--- src/sv/lqs_pkg.sv ---
// Package for the linear queue with search.
// Holds sizes, request/status codes, sequencer states and the payload structs.
// No dependencies.
package lqs_pkg;

  localparam int unsigned DEPTH  = 8;
  localparam int unsigned DATA_W = 32;
  localparam int unsigned IDX_W  = $clog2(DEPTH);
  localparam int unsigned CNT_W  = $clog2(DEPTH + 1);

  typedef enum logic [1:0] {
    REQ_ENQ    = 2'd0,
    REQ_DEQ    = 2'd1,
    REQ_PEEK   = 2'd2,
    REQ_SEARCH = 2'd3
  } req_e;

  typedef enum logic [1:0] {
    ST_OK       = 2'd0,
    ST_FULL     = 2'd1,
    ST_EMPTY    = 2'd2,
    ST_NOTFOUND = 2'd3
  } status_e;

  typedef enum logic [1:0] {
    S_IDLE,
    S_DEQ,
    S_PEEK,
    S_SCAN
  } state_e;

  typedef struct packed {
    req_e                      req_type;
    logic signed [DATA_W-1:0]  data_in;
  } req_t;

  typedef struct packed {
    status_e                   status;
    logic signed [DATA_W-1:0]  data_out;
    logic [IDX_W-1:0]          slot_index;
    logic [CNT_W-1:0]          occupancy;
  } rsp_t;

endpackage

--- src/sv/linear_queue_with_search.sv ---
// Enqueue, or a request on an empty queue: result the cycle after the transfer; busy stays low.
// Dequeue and peek: one slot-memory read, then the S_DEQ or S_PEEK state strobes the result.
// Search: the result is strobed on the first held entry that matches, or as not found after the
// last held entry; the single comparator walks the slot memory one entry per cycle.
// Results are strobed for one cycle; the receiver cannot stall. Reset (async, active low)
// clears the pointers and sequencer; slot contents are undefined until written.
module linear_queue_with_search (
  input  logic          clk_i,
  input  logic          rst_ni,
  input  logic          start,
  output logic          busy,
  input  lqs_pkg::req_t req_i,
  output logic          strobe_o,
  output lqs_pkg::rsp_t rsp_o
);

  logic [lqs_pkg::DATA_W-1:0] mem [lqs_pkg::DEPTH];

  lqs_pkg::state_e             state_q, state_d;
  logic [lqs_pkg::CNT_W-1:0]   head_q, head_d;
  logic [lqs_pkg::CNT_W-1:0]   tail_q, tail_d;
  logic [lqs_pkg::IDX_W-1:0]   scan_q, scan_d;
  logic [lqs_pkg::DATA_W-1:0]  key_q, key_d;
  logic [lqs_pkg::DATA_W-1:0]  rd_data_q;
  lqs_pkg::rsp_t               rsp_q, rsp_d;
  logic                        strobe_q, strobe_d;

  logic                        wr_en;
  logic [lqs_pkg::IDX_W-1:0]   rd_addr;
  logic                        empty;
  logic [lqs_pkg::CNT_W-1:0]   head_inc;
  logic [lqs_pkg::CNT_W-1:0]   scan_inc;

  assign empty    = (head_q == tail_q);
  assign head_inc = head_q + lqs_pkg::CNT_W'(1);
  assign scan_inc = {1'b0, scan_q} + lqs_pkg::CNT_W'(1);
  assign busy     = (state_q != lqs_pkg::S_IDLE);
  assign strobe_o = strobe_q;
  assign rsp_o    = rsp_q;

  always_ff @(posedge clk_i) begin
    if (wr_en) begin
      mem[tail_q[lqs_pkg::IDX_W-1:0]] <= key_d;
    end
    rd_data_q <= mem[rd_addr];
  end

  always_ff @(posedge clk_i or negedge rst_ni) begin
    if (!rst_ni) begin
      state_q  <= lqs_pkg::S_IDLE;
      head_q   <= '0;
      tail_q   <= '0;
      strobe_q <= 1'b0;
    end else begin
      state_q  <= state_d;
      head_q   <= head_d;
      tail_q   <= tail_d;
      strobe_q <= strobe_d;
    end
  end

  always_ff @(posedge clk_i) begin
    scan_q <= scan_d;
    key_q  <= key_d;
    rsp_q  <= rsp_d;
  end

  always_comb begin
    state_d  = state_q;
    head_d   = head_q;
    tail_d   = tail_q;
    scan_d   = scan_q;
    key_d    = key_q;
    rsp_d    = rsp_q;
    strobe_d = 1'b0;
    wr_en    = 1'b0;
    rd_addr  = head_q[lqs_pkg::IDX_W-1:0];

    unique case (state_q)
      lqs_pkg::S_IDLE: begin
        if (start) begin
          key_d = req_i.data_in;
          rsp_d.status     = lqs_pkg::ST_OK;
          rsp_d.data_out   = '0;
          rsp_d.slot_index = '0;
          rsp_d.occupancy  = tail_q - head_q;
          unique case (req_i.req_type) inside
            lqs_pkg::REQ_ENQ: begin
              strobe_d = 1'b1;
              if (tail_q == lqs_pkg::CNT_W'(lqs_pkg::DEPTH)) begin
                rsp_d.status = lqs_pkg::ST_FULL;
              end else begin
                wr_en           = 1'b1;
                tail_d          = tail_q + lqs_pkg::CNT_W'(1);
                rsp_d.occupancy = tail_d - head_q;
              end
            end
            lqs_pkg::REQ_DEQ, lqs_pkg::REQ_PEEK, lqs_pkg::REQ_SEARCH: begin
              if (empty) begin
                strobe_d     = 1'b1;
                rsp_d.status = lqs_pkg::ST_EMPTY;
              end else if (req_i.req_type == lqs_pkg::REQ_DEQ) begin
                state_d = lqs_pkg::S_DEQ;
              end else if (req_i.req_type == lqs_pkg::REQ_PEEK) begin
                state_d = lqs_pkg::S_PEEK;
              end else begin
                scan_d  = head_q[lqs_pkg::IDX_W-1:0];
                state_d = lqs_pkg::S_SCAN;
              end
            end
            default: ;
          endcase
        end
      end

      lqs_pkg::S_DEQ: begin
        strobe_d       = 1'b1;
        state_d        = lqs_pkg::S_IDLE;
        rsp_d.data_out = rd_data_q;
        // last entry out: both pointers rewind
        if (head_inc >= tail_q) begin
          head_d = '0;
          tail_d = '0;
        end else begin
          head_d = head_inc;
        end
        rsp_d.occupancy = tail_d - head_d;
      end

      lqs_pkg::S_PEEK: begin
        strobe_d       = 1'b1;
        state_d        = lqs_pkg::S_IDLE;
        rsp_d.data_out = rd_data_q;
      end

      lqs_pkg::S_SCAN: begin
        // rd_data_q holds mem[scan_q]; prefetch the next slot
        rd_addr = scan_inc[lqs_pkg::IDX_W-1:0];
        if (rd_data_q == key_q) begin
          strobe_d         = 1'b1;
          state_d          = lqs_pkg::S_IDLE;
          rsp_d.status     = lqs_pkg::ST_OK;
          rsp_d.slot_index = scan_q;
        end else if (scan_inc == tail_q) begin
          strobe_d     = 1'b1;
          state_d      = lqs_pkg::S_IDLE;
          rsp_d.status = lqs_pkg::ST_NOTFOUND;
        end else begin
          scan_d = scan_inc[lqs_pkg::IDX_W-1:0];
        end
      end

      default: state_d = lqs_pkg::S_IDLE;
    endcase
  end

endmodule

--- config.mk ---
export PLATFORM = sky130hd
export DESIGN_NAME = linear_queue_with_search
export DESIGN_NICKNAME = d
export VERILOG_FILES = /design/src/sv/lqs_pkg.sv /design/src/sv/linear_queue_with_search.sv
export SDC_FILE = /design/constraint.sdc
export NUM_CORES = 1
export LEC_CHECK = 0
export CORE_MARGIN = 2
export CORE_UTILIZATION = 55
export DETAILED_ROUTE_END_ITERATION = 8
export DONT_BUFFER_PORTS = 1
export PLACE_DENSITY = 0.71
export SYNTH_ARGS = -nofsm -noshare
export SYNTH_HDL_FRONTEND = slang
export SYNTH_SLANG_ARGS = --single-unit
--- constraint.sdc ---
create_clock -name clk_i -period 4.9 [get_ports clk_i]
set_input_delay 0.245 -clock clk_i [delete_from_list [all_inputs] [get_ports clk_i]]
set_output_delay 0.245 -clock clk_i [all_outputs]
set_load 0.02 [all_outputs]
### Word level (Yosys, flattened, before mapping)

Memory sizes are Yosys's and may differ from the RTL's. A register that Yosys moved wholly into a read port is not among the register bits.
Index checks and enable logic that the tools add are counted.

| cells by class | value |
|---|---|
| add/subtract/negate cells | 6 |
| $lt $le $gt $ge | 1 |
| eq/ne operators | 21 |
| mux-type cells | 52 |
| reductions and logical operators | 15 |

Operators by type and width:

| cell | count |
|---|---|
| 32-bit two-way mux | 2 |
| 32-bit one-hot mux with 2 select lines | 1 |
| 41-bit two-way mux | 1 |
| 4-bit two-way mux | 9 |
| 32-bit equality test | 1 |
| 3-bit two-way mux | 9 |
| 2-bit two-way mux | 9 |
| 2-bit inequality test, second input constant | 9 |
| 4-bit one-hot mux with 2 select lines | 2 |
| 1-bit two-way mux | 12 |
| 3-bit one-hot mux with 2 select lines | 2 |
| 4-bit subtractor | 3 |
| 4-bit by 1-bit adder with 4-bit output, second input constant | 2 |
| 2-bit equality test, second input constant | 4 |
| 4-bit equality test | 2 |
| 2-bit one-hot mux with 2 select lines | 2 |
| 4-bit AND reduction | 2 |
| 8-bit AND reduction | 1 |
| 2-bit nonzero test | 4 |
| 2-bit one-hot mux with 3 select lines | 1 |
| 3-bit AND reduction | 2 |
| 3-bit by 1-bit adder with 4-bit output, second input constant | 1 |
| 2-bit by 1-bit equality test with 1-bit output, second input constant | 2 |
| 4-bit equality test, second input constant | 1 |
| 9 further kinds | 11 |

| storage, ports and cells | value |
|---|---|
| flip-flop bits (word level) | 87 |
| memory bits (writable) | 256 |
| bits of input ports | 37 |
| output and inout port bits | 43 |
| logic and storage cells | 106 |
| memories | 1 |

Memory list:

| name | depth | width | read ports | clocked after Yosys merged registers in | wr ports | RTL line | source |
|---|---|---|---|---|---|---|---|
| mem | 8 | 32 | 1 | 1 | 1 | linear_queue_with_search.sv:17 | `logic [lqs_pkg::DATA_W-1:0] mem [lqs_pkg::DEPTH];` |

### Longest topological paths before layout

Gate-level depths: netlist (run 1).

| logic depth | value |
|---|---|
| depth in word-level cells | 7 |
| mapped depth | 13 |
| depth with buffers taken out | 12 |

### Worst setup path after synthesis (run 1)

No wires, ideal clock.

| path | value |
|---|---|
| path type | flip-flop to flip-flop |
| start point | reg tail_q[1] (netlist bit) |
| end point | mem mem[0][0] (netlist bit) (enable) |
| library setup time | 0.461 ns |
| arrival time | 3.528 ns |
| data required time | 4.439 ns |
| setup slack | 0.911 ns |
| cell stages (with the launch flop) | 7 |
| path buffers | 1 |
| period minus slack after synthesis | 3.989 ns |
| cell sequence | dfrtp_1 clkbuf_1 inv_1 ha_1 nand3b_2 nand4_1 nor3_1 |

| on the way | value |
|---|---|
| longest elaborated chain between the ends | 7 |

Ends and longest elaborated chain:

| item | RTL line | source |
|---|---|---|
| start: declaration | linear_queue_with_search.sv:21 | `logic [lqs_pkg::CNT_W-1:0] tail_q, tail_d;` |
| start signal: assignment | linear_queue_with_search.sv:57 | `tail_q <= tail_d;` |
| 4-bit equality test | linear_queue_with_search.sv:90 | `if (tail_q == lqs_pkg::CNT_W'(lqs_pkg::DEPTH)) begin` |
| 1-bit two-way mux | linear_queue_with_search.sv:90 |  |
| 1-bit two-way mux | linear_queue_with_search.sv:87 | `unique case (req_i.req_type) inside` |
| 1-bit two-way mux | linear_queue_with_search.sv:81 | `if (start) begin` |
| 1-bit two-way mux | linear_queue_with_search.sv:79 | `unique case (state_q)` |
| 1-bit two-way mux | linear_queue_with_search.sv:42 | `if (wr_en) begin` |
| 1-bit two-way mux (implied by the code) | linear_queue_with_search.sv:43 | `mem[tail_q[lqs_pkg::IDX_W-1:0]] <= key_d;` |
| end: declaration | linear_queue_with_search.sv:17 |  |

Parallel ways exist; a longest one is shown, timed or not.

==> metrics, run 1 <==
run status complete, no violations; clock tree from TritonCTS yes; Max-slew headroom 22.29%; IO buf count 0; EDFF count, synth 300; WL/cell 21.56 um; initial antenna violation count 0; Crit Reg-Reg Startpoint head_q[0]$_DFFE_PN0P_; start point of the worst min-delay path req_i[23]; synth top area cells sky130_fd_sc_hd__edfxtp_1, sky130_fd_sc_hd__dfxtp_1, sky130_fd_sc_hd__nand2_1; share of layout cells above drive strength 1 9.151%; Synth top cells by count sky130_fd_sc_hd__nand2_1, sky130_fd_sc_hd__edfxtp_1, sky130_fd_sc_hd__nand3_1, sky130_fd_sc_hd__dfxtp_1, sky130_fd_sc_hd__clkbuf_1; Critical-path top delay cell sky130_fd_sc_hd__o221ai_1; vertical die dimension 170.0 um; area occupied by registers 0.01057 sq mm; post-synthesis cell area 0.01515 sq mm; most repeated cell in the gate-level netlist after synthesis sky130_fd_sc_hd__nand2_1; final non-filler cell area 0.01673 sq mm; setup repair after global routing missed its margin no; Worst Setup End Kind register; vias after detailed routing 9164; power per cell area 732.4 mW/mm^2; first-pass detailed-route iteration total 5; Critical R2R Capture rsp_o[3]$_DFFE_PP_; clock transition at the registers of the reported paths 0.06 ns; number of buffers on the longest clock path 3; maximum number of pins on one net before global-route repair 88; last weighted congestion value of the routability-driven placer 0.8949; dominant cell type by area after synthesis sky130_fd_sc_hd__edfxtp_1; routed via count divided by cell count 5.939; Mean Syn Cell Area 12.81 sq um; level count of the clock H-tree 2; number of antenna diodes 0; Leak 6.168 nW; type of origin of the critical path register; Residual DRC 0; clock latency on the worst-skew pair 0.52 ns; placed wire-length estimate 19.62 mm; footprint of the multi-input gates 0.004280 sq mm; Max Clock Skew 0.01093 ns; total of fill cells in the finished design 1989; antenna viol nets, final 0; # rows 60; area after detailed placement 0.01549 sq mm; total routing resource utilization after global routing 23.64%; # setup viols final 0; area share of the largest cell type after synthesis 59.46%; Setup Total Neg Slack 0 ns; total nets after synthesis 1243; count of instances resized after the clock tree is built 0; final hold violation count 0; Crit Path Max Fanout 12; CP Class register to register; starting utilization of the core area 56.06%; final number of max-transition violations 0; critical path arrival 3.88 ns; dominant synthesized flop cell sky130_fd_sc_hd__edfxtp_1; Largest stage delay, worst path 0.67 ns; crit path cell chain nand3_1 > xnor2_1 > ha_1 > or3_1 > o221ai_1 > nand2_1 > ha_1 > a21o_1 > a21oi_1 > xor2_1 > a221oi_2; Hold Path End key_q[23]$_DFF_P_; Seq cells post-synth 375; transition time of the tightest slew-check pin 1.155 ns; cell family with the largest share of critical-path delay compound AO/OA/AOI/OAI gates; vias in the first global route 9056; total grt overflow 0; fraction of the cycle the final worst path needs 74.48%; gate count after technology mapping 1183; total clock buffers created by CTS 38; post-synth cell types 62; Area growth, synth to finish 10.41%; number of maximum-capacitance constraint violations 0; Period minus WS final 3.650 ns; I/O Pins 80; number of warning messages in the yosys log 0; DIE AREA 0.02889 sq mm; cell chosen for the clock root sky130_fd_sc_hd__clkbuf_16; setup slack on the worst flop-to-flop path 1.25 ns; Buf+Inv Stages, Crit Path 0; first-pass GRT wire length 51.63 mm; hold depth 2; worst supply voltage drop on vdd 346.3 uV; cell with the most instances on the worst path sky130_fd_sc_hd__ha_1; wire length after detailed routing 33.27 mm; number of cells traversed by the worst register-to-register path 11; required time at the worst-slack endpoint 5.13 ns; placeable core area 0.02703 sq mm; Post-synth ARST share 2.933%; Max Clock Freq 274.0 MHz; die width 170.0 um; drt first-iter violations 893; final-stage net count 1235; sequential element share of the synthesized area 69.74%; kind of path behind the tightest hold check primary input to register; clock sink total 375
==> registers in the layout, indices dropped and copies added, names as in the netlist <==
register and flops:
key_q 32, rsp_o 41, mem 256, rd_data_q 32, scan_q 3, tail_q 4, state_q 2, strobe_o 1
head_q 4
==> metal layers <==
layer,wire [um],GRT usage [%],vias to the layer above
li1,-,-,4279
met1,14050,31.51,4460
met2,15440,37.73,345
met3,2707,6.116,80
met4,1074,8.770,0
met5,0,0,-
==> repair_timing <==
| action | in CTS | in global routing |
|---|---|---|
| setup buffers | 0 | 0 |
| hold buffers | 3 | 0 |
| endpoints found under the hold margin | 12 | 0 |
==> where the power goes <==
| group | switching (mW) | leakage [nW] | internal [mW] | total [mW] |
|---|---|---|---|---|
| Sequential | 0.588 | 3.43 | 4.54 | 5.13 |
| Combinational | 2.89 | 2.15 | 1.44 | 4.33 |
| Clock | 1.12 | 0.583 | 1.67 | 2.79 |
| Total | 4.60 | 6.17 | 7.66 | 12.3 |
==> per-stage QoR <==
step / utilization (%) / hold slack (ns) / cells / worst slack, ns / power, mW
final: 61.89 / 0.01521 / 1543 / 1.250 / 12.25
after global routing: 61.89 / 0.02247 / 1543 / 1.051 / 12.97
after CTS: 61.89 / 0.005314 / 1543 / 1.264 / 12.29
after detailed placement: 57.33 / -0.05031 / 1473 / 1.258 / 9.480
after global placement: 57.33 / -0.05034 / 1473 / 1.437 / 9.391
after floorplan: - / -0.05059 / 1183 / 0.9109 / 8.215
==> worst reg2reg max path: cells and delay by family (launching register included) <==
kind | cells | cell delay (ns)
AND/OR/NAND/NOR | 3 | 0.86
XOR/XNOR | 2 | 0.39
AO/OA/AOI/OAI | 4 | 1.07
adder cells (fa/ha/maj) | 2 | 0.56
flip-flops | 1 | 0.48
==> cell usage in the layout (no fill, tap or decap), types with 3 or more instances in the layout <==
cell                            count
sky130_fd_sc_hd__dfxtp_1           64
sky130_fd_sc_hd__nor2b_1            4
sky130_fd_sc_hd__o2111ai_1          3
sky130_fd_sc_hd__nand3_1           71
sky130_fd_sc_hd__o21ai_0           12
sky130_fd_sc_hd__mux2i_1            4
sky130_fd_sc_hd__a31o_2            17
sky130_fd_sc_hd__a31oi_1            4
sky130_fd_sc_hd__buf_4             18
sky130_fd_sc_hd__ha_1              20
sky130_fd_sc_hd__clkinv_1           6
sky130_fd_sc_hd__a21oi_1            9
sky130_fd_sc_hd__o41ai_1            3
sky130_fd_sc_hd__clkinv_2           3
sky130_fd_sc_hd__dfrtp_1           11
sky130_fd_sc_hd__a31o_1            15
sky130_fd_sc_hd__a311oi_1          32
sky130_fd_sc_hd__nand2_1          307
sky130_fd_sc_hd__and2_1            36
sky130_fd_sc_hd__bufinv_16          4
sky130_fd_sc_hd__xor2_1            36
sky130_fd_sc_hd__a211oi_1          33
sky130_fd_sc_hd__and3_1            32
sky130_fd_sc_hd__edfxtp_1         300
sky130_fd_sc_hd__fa_1               3
sky130_fd_sc_hd__nand4_1            4
sky130_fd_sc_hd__dlygate4sd3_1      3
sky130_fd_sc_hd__xnor2_1            8
sky130_fd_sc_hd__clkbuf_1          13
sky130_fd_sc_hd__clkbuf_16         38
sky130_fd_sc_hd__nor2_1            10
sky130_fd_sc_hd__nor2_4             7
sky130_fd_sc_hd__nor4_1             8
sky130_fd_sc_hd__inv_1             17
==> how the worst max path moves through the flow <==
stage | startpoint | end | slack [ns] | cells past startpoint
4_1_cts | head_q[0]$_DFFE_PN0P_ | rsp_o[3]$_DFFE_PP_ | 1.26 | 11
5_1_grt | head_q[0]$_DFFE_PN0P_ | rsp_o[3]$_DFFE_PP_ | 1.05 | 11
2_1_floorplan | tail_q[1]$_DFFE_PN0P_ | mem[0][0]$_DFFE_PP_ | 0.91 | 6
6_report | head_q[0]$_DFFE_PN0P_ | rsp_o[3]$_DFFE_PP_ | 1.25 | 11
3_5_place_dp | head_q[0]$_DFFE_PN0P_ | rsp_o[3]$_DFFE_PP_ | 1.26 | 11
3_3_place_gp | head_q[0]$_DFFE_PN0P_ | rsp_o[3]$_DFFE_PP_ | 1.44 | 11
==> kinds of logic after synthesis <==
family                   count (synthesis)  synth area share, %
AO/OA/AOI/OAI                          147                7.623
XOR/XNOR                                46                2.800
adder cells (fa/ha/maj)                 23                2.048
buffers and inverters                   88                2.552
flip-flops                             375                69.74
multiplexers                             5               0.3386
AND/OR/NAND/NOR                        499                14.90
==> layout make-up <==
class / instances / area share [%]
Sequential cell: 375 / 63.17
Multi-Input combinational cell: 720 / 25.59
Clock buffer: 53 / 6.142
Tap cell: 341 / 2.551
Timing Repair Buffer: 22 / 1.107
Clock inverter: 14 / 1.040
Inverter: 18 / 0.4040
No activity file was read; power rests on OpenSTA's default activity.
==> run 2, diff against run 1 <==
--- a/config.mk
+++ b/config.mk
@@ -9,7 +9,7 @@
 export CORE_UTILIZATION = 55
 export DETAILED_ROUTE_END_ITERATION = 8
 export DONT_BUFFER_PORTS = 1
-export PLACE_DENSITY = 0.71
+export PLACE_DENSITY = 0.74
 export SYNTH_ARGS = -nofsm -noshare
 export SYNTH_HDL_FRONTEND = slang
 export SYNTH_SLANG_ARGS = --single-unit
==> constraint.sdc (replaced) <==
create_clock -name clk_i -period 3.2 [get_ports clk_i]
set_input_delay 0.16 -clock clk_i [delete_from_list [all_inputs] [get_ports clk_i]]
set_output_delay 0.16 -clock clk_i [all_outputs]
set_load 0.02 [all_outputs]
==> metrics, run 2 (synthesis results as in run 1) <==
initial antenna violation count 0 (unchanged); area after detailed placement 0.01576 sq mm (+1.7%); clock transition at the registers of the reported paths 0.06 ns (about the same); Residual DRC 0 (unchanged); antenna viol nets, final 0 (unchanged); most common cell after layout, fill and taps aside sky130_fd_sc_hd__nand2_1; hold depth 2 (unchanged); clock latency on the worst-skew pair 0.52 ns (about the same); critical path arrival 3.25 ns (-0.63 ns); WL/cell 21.46 um (-0.46%); setup repair after global routing missed its margin no; routed via count divided by cell count 5.924 (-0.25%); number of antenna diodes 0 (unchanged); vias in the first global route 8989 (-0.74%); kind of path behind the tightest hold check primary input to register; final hold violation count 0 (unchanged); clock tree from TritonCTS yes; drt first-iter violations 1026 (+15%); vias after detailed routing 9396 (+2.5%); CP Class register to register; Worst Setup End Kind register; final-stage net count 1277 (+3.4%); number of buffers on the longest clock path 3 (unchanged); Buf+Inv Stages, Crit Path 0 (unchanged); final number of max-transition violations 0 (unchanged); share of layout cells above drive strength 1 10.60% (+1.5 points); worst supply voltage drop on vdd 602.2 uV (+74%); power per cell area 1113 mW/mm^2 (+52%); Period minus WS final 3.003 ns (-0.6462 ns); total grt overflow 0 (unchanged); # setup viols final 0 (unchanged); crit path cell chain ha_1 > ha_1 > a21boi_0 > o221ai_4 > and2_1 > ha_1 > a21o_1 > a21oi_1 > xor2_1 > a221oi_2; Crit Path Max Fanout 8 (-4); Area growth, synth to finish 14.19%; starting utilization of the core area 56.06% (unchanged); first-pass GRT wire length 51.64 mm (about the same); worst hold slack 0.006541 ns (-0.008672 ns); DIE AREA 0.02889 sq mm (unchanged); commonest cells after routing, fill and taps aside sky130_fd_sc_hd__nand2_1, sky130_fd_sc_hd__edfxtp_1, sky130_fd_sc_hd__nand3_1; vertical die dimension 170.0 um (unchanged); number of maximum-capacitance constraint violations 0 (unchanged); cell with the most instances on the worst path sky130_fd_sc_hd__ha_1; clock sink total 375 (unchanged); Crit Reg-Reg Startpoint head_q[1]$_DFFE_PN0P_; Critical R2R Capture rsp_o[3]$_DFFE_PP_; transition time of the tightest slew-check pin 0.6097 ns (-0.5453 ns); placed wire-length estimate 18.93 mm (-3.5%); total routing resource utilization after global routing 23.95% (+0.32 points); level count of the clock H-tree 2 (unchanged); setup slack on the worst flop-to-flop path 0.20 ns (-1.05 ns); last weighted congestion value of the routability-driven placer 0.8617 (-3.7%); I/O Pins 80 (unchanged); run status complete, no violations; type of origin of the critical path register; first-pass detailed-route iteration total 6 (+1); cell chosen for the clock root sky130_fd_sc_hd__clkbuf_16; die width 170.0 um (unchanged); Hold Path End key_q[4]$_DFF_P_; wire length after detailed routing 34.04 mm (+2.3%); Setup Total Neg Slack 0 ns (unchanged); number of cells traversed by the worst register-to-register path 10 (-1); final non-filler cell area 0.01730 sq mm (+3.4%); Critical-path top delay cell sky130_fd_sc_hd__dfrtp_1; flip-flop count of the largest register, all copies and words added 256 (unchanged); # rows 60 (unchanged); IO buf count 0 (unchanged); setup repair bufs after CTS 0 (unchanged); total power 19.26 mW (+57%); placeable core area 0.02703 sq mm (unchanged); total clock buffers created by CTS 37 (-2.6%); Max Clock Freq 333.0 MHz (+22%); fraction of the cycle the final worst path needs 93.86% (+19 points); Max Clock Skew 0.01652 ns (+0.005588 ns); required time at the worst-slack endpoint 3.45 ns (-1.68 ns); Largest stage delay, worst path 0.43 ns (-0.24 ns); maximum number of pins on one net before global-route repair 73 (-17%); cell family with the largest share of critical-path delay compound AO/OA/AOI/OAI gates; start point of the worst min-delay path req_i[4]; Max-slew headroom 58.98% (+37 points); Worst path depth 10 (-1); Leak 6.409 nW (+3.9%)
run 2: cell types whose count changed in the layout (fill, tap and decap cells not counted), sizes merged:
cell | before | now
bufinv | 4 | 3
dlygate4sd3 | 3 | 31
clkbuf | 53 | 56
clkinv | 10 | 7
clkinvlp | 0 | 1
buf | 19 | 34
run 2: power breakdown:
group | internal [mW] | leakage, nW | total (mW) | switching (mW)
sequential | 6.95 | 3.43 | 7.73 | 0.784
clock | 2.53 | 0.584 | 4.27 | 1.74
combinational | 2.54 | 2.39 | 7.25 | 4.71
run 2: how the worst max path moves through the flow:
| stage | start | endpoint | slack (ns) |
|---|---|---|---|
| after detailed placement | head_q[1]$_DFFE_PN0P_ | rsp_o[3]$_DFFE_PP_ | 0.02 |
| final | head_q[1]$_DFFE_PN0P_ | rsp_o[3]$_DFFE_PP_ | 0.20 |
| after global routing | head_q[1]$_DFFE_PN0P_ | rsp_o[1]$_DFFE_PP_ | 0.03 |
| after global placement | head_q[1]$_DFFE_PN0P_ | rsp_o[3]$_DFFE_PP_ | 0.13 |
| after CTS | head_q[1]$_DFFE_PN0P_ | rsp_o[3]$_DFFE_PP_ | 0.01 |
| after floorplan | tail_q[1]$_DFFE_PN0P_ | mem[0][0]$_DFFE_PP_ | -0.79 |
run 2: per-stage QoR:
stage	utilization (%)	instances	worst slack, ns
floorplan	-	1183	-0.7891
global placement	58.31	1488	0.1338
detailed placement	58.31	1488	0.02454
CTS	63.90	1586	0.009540
global route	64.01	1586	0.03404
finish	64.01	1586	0.1966
run 2: metal layers:
layer  wire length (um)  global-route usage, %
met2              16320                  39.88
met4                625                  6.243
met1              14340                  31.99
met5                  0                      0
met3               2761                  5.628
run 2: layout make-up:
cell class	instances	area, sq um
Sequential cell	375	10570
Fill cell	1877	9727
Multi-Input combinational cell	720	4310
Clock buffer	56	1059
Timing Repair Buffer	65	728.2
Tap cell	341	426.7
Clock inverter	11	142.6
Inverter	18	67.56
run 2: what timing repair did:
| action | CTS | global route |
|---|---|---|
| hold buffers | 31 | 0 |
| endpoints found under the setup margin | 0 | 4 |
| gates resized for setup | 0 | 4 |
| hold endpoints to repair | 64 | 0 |
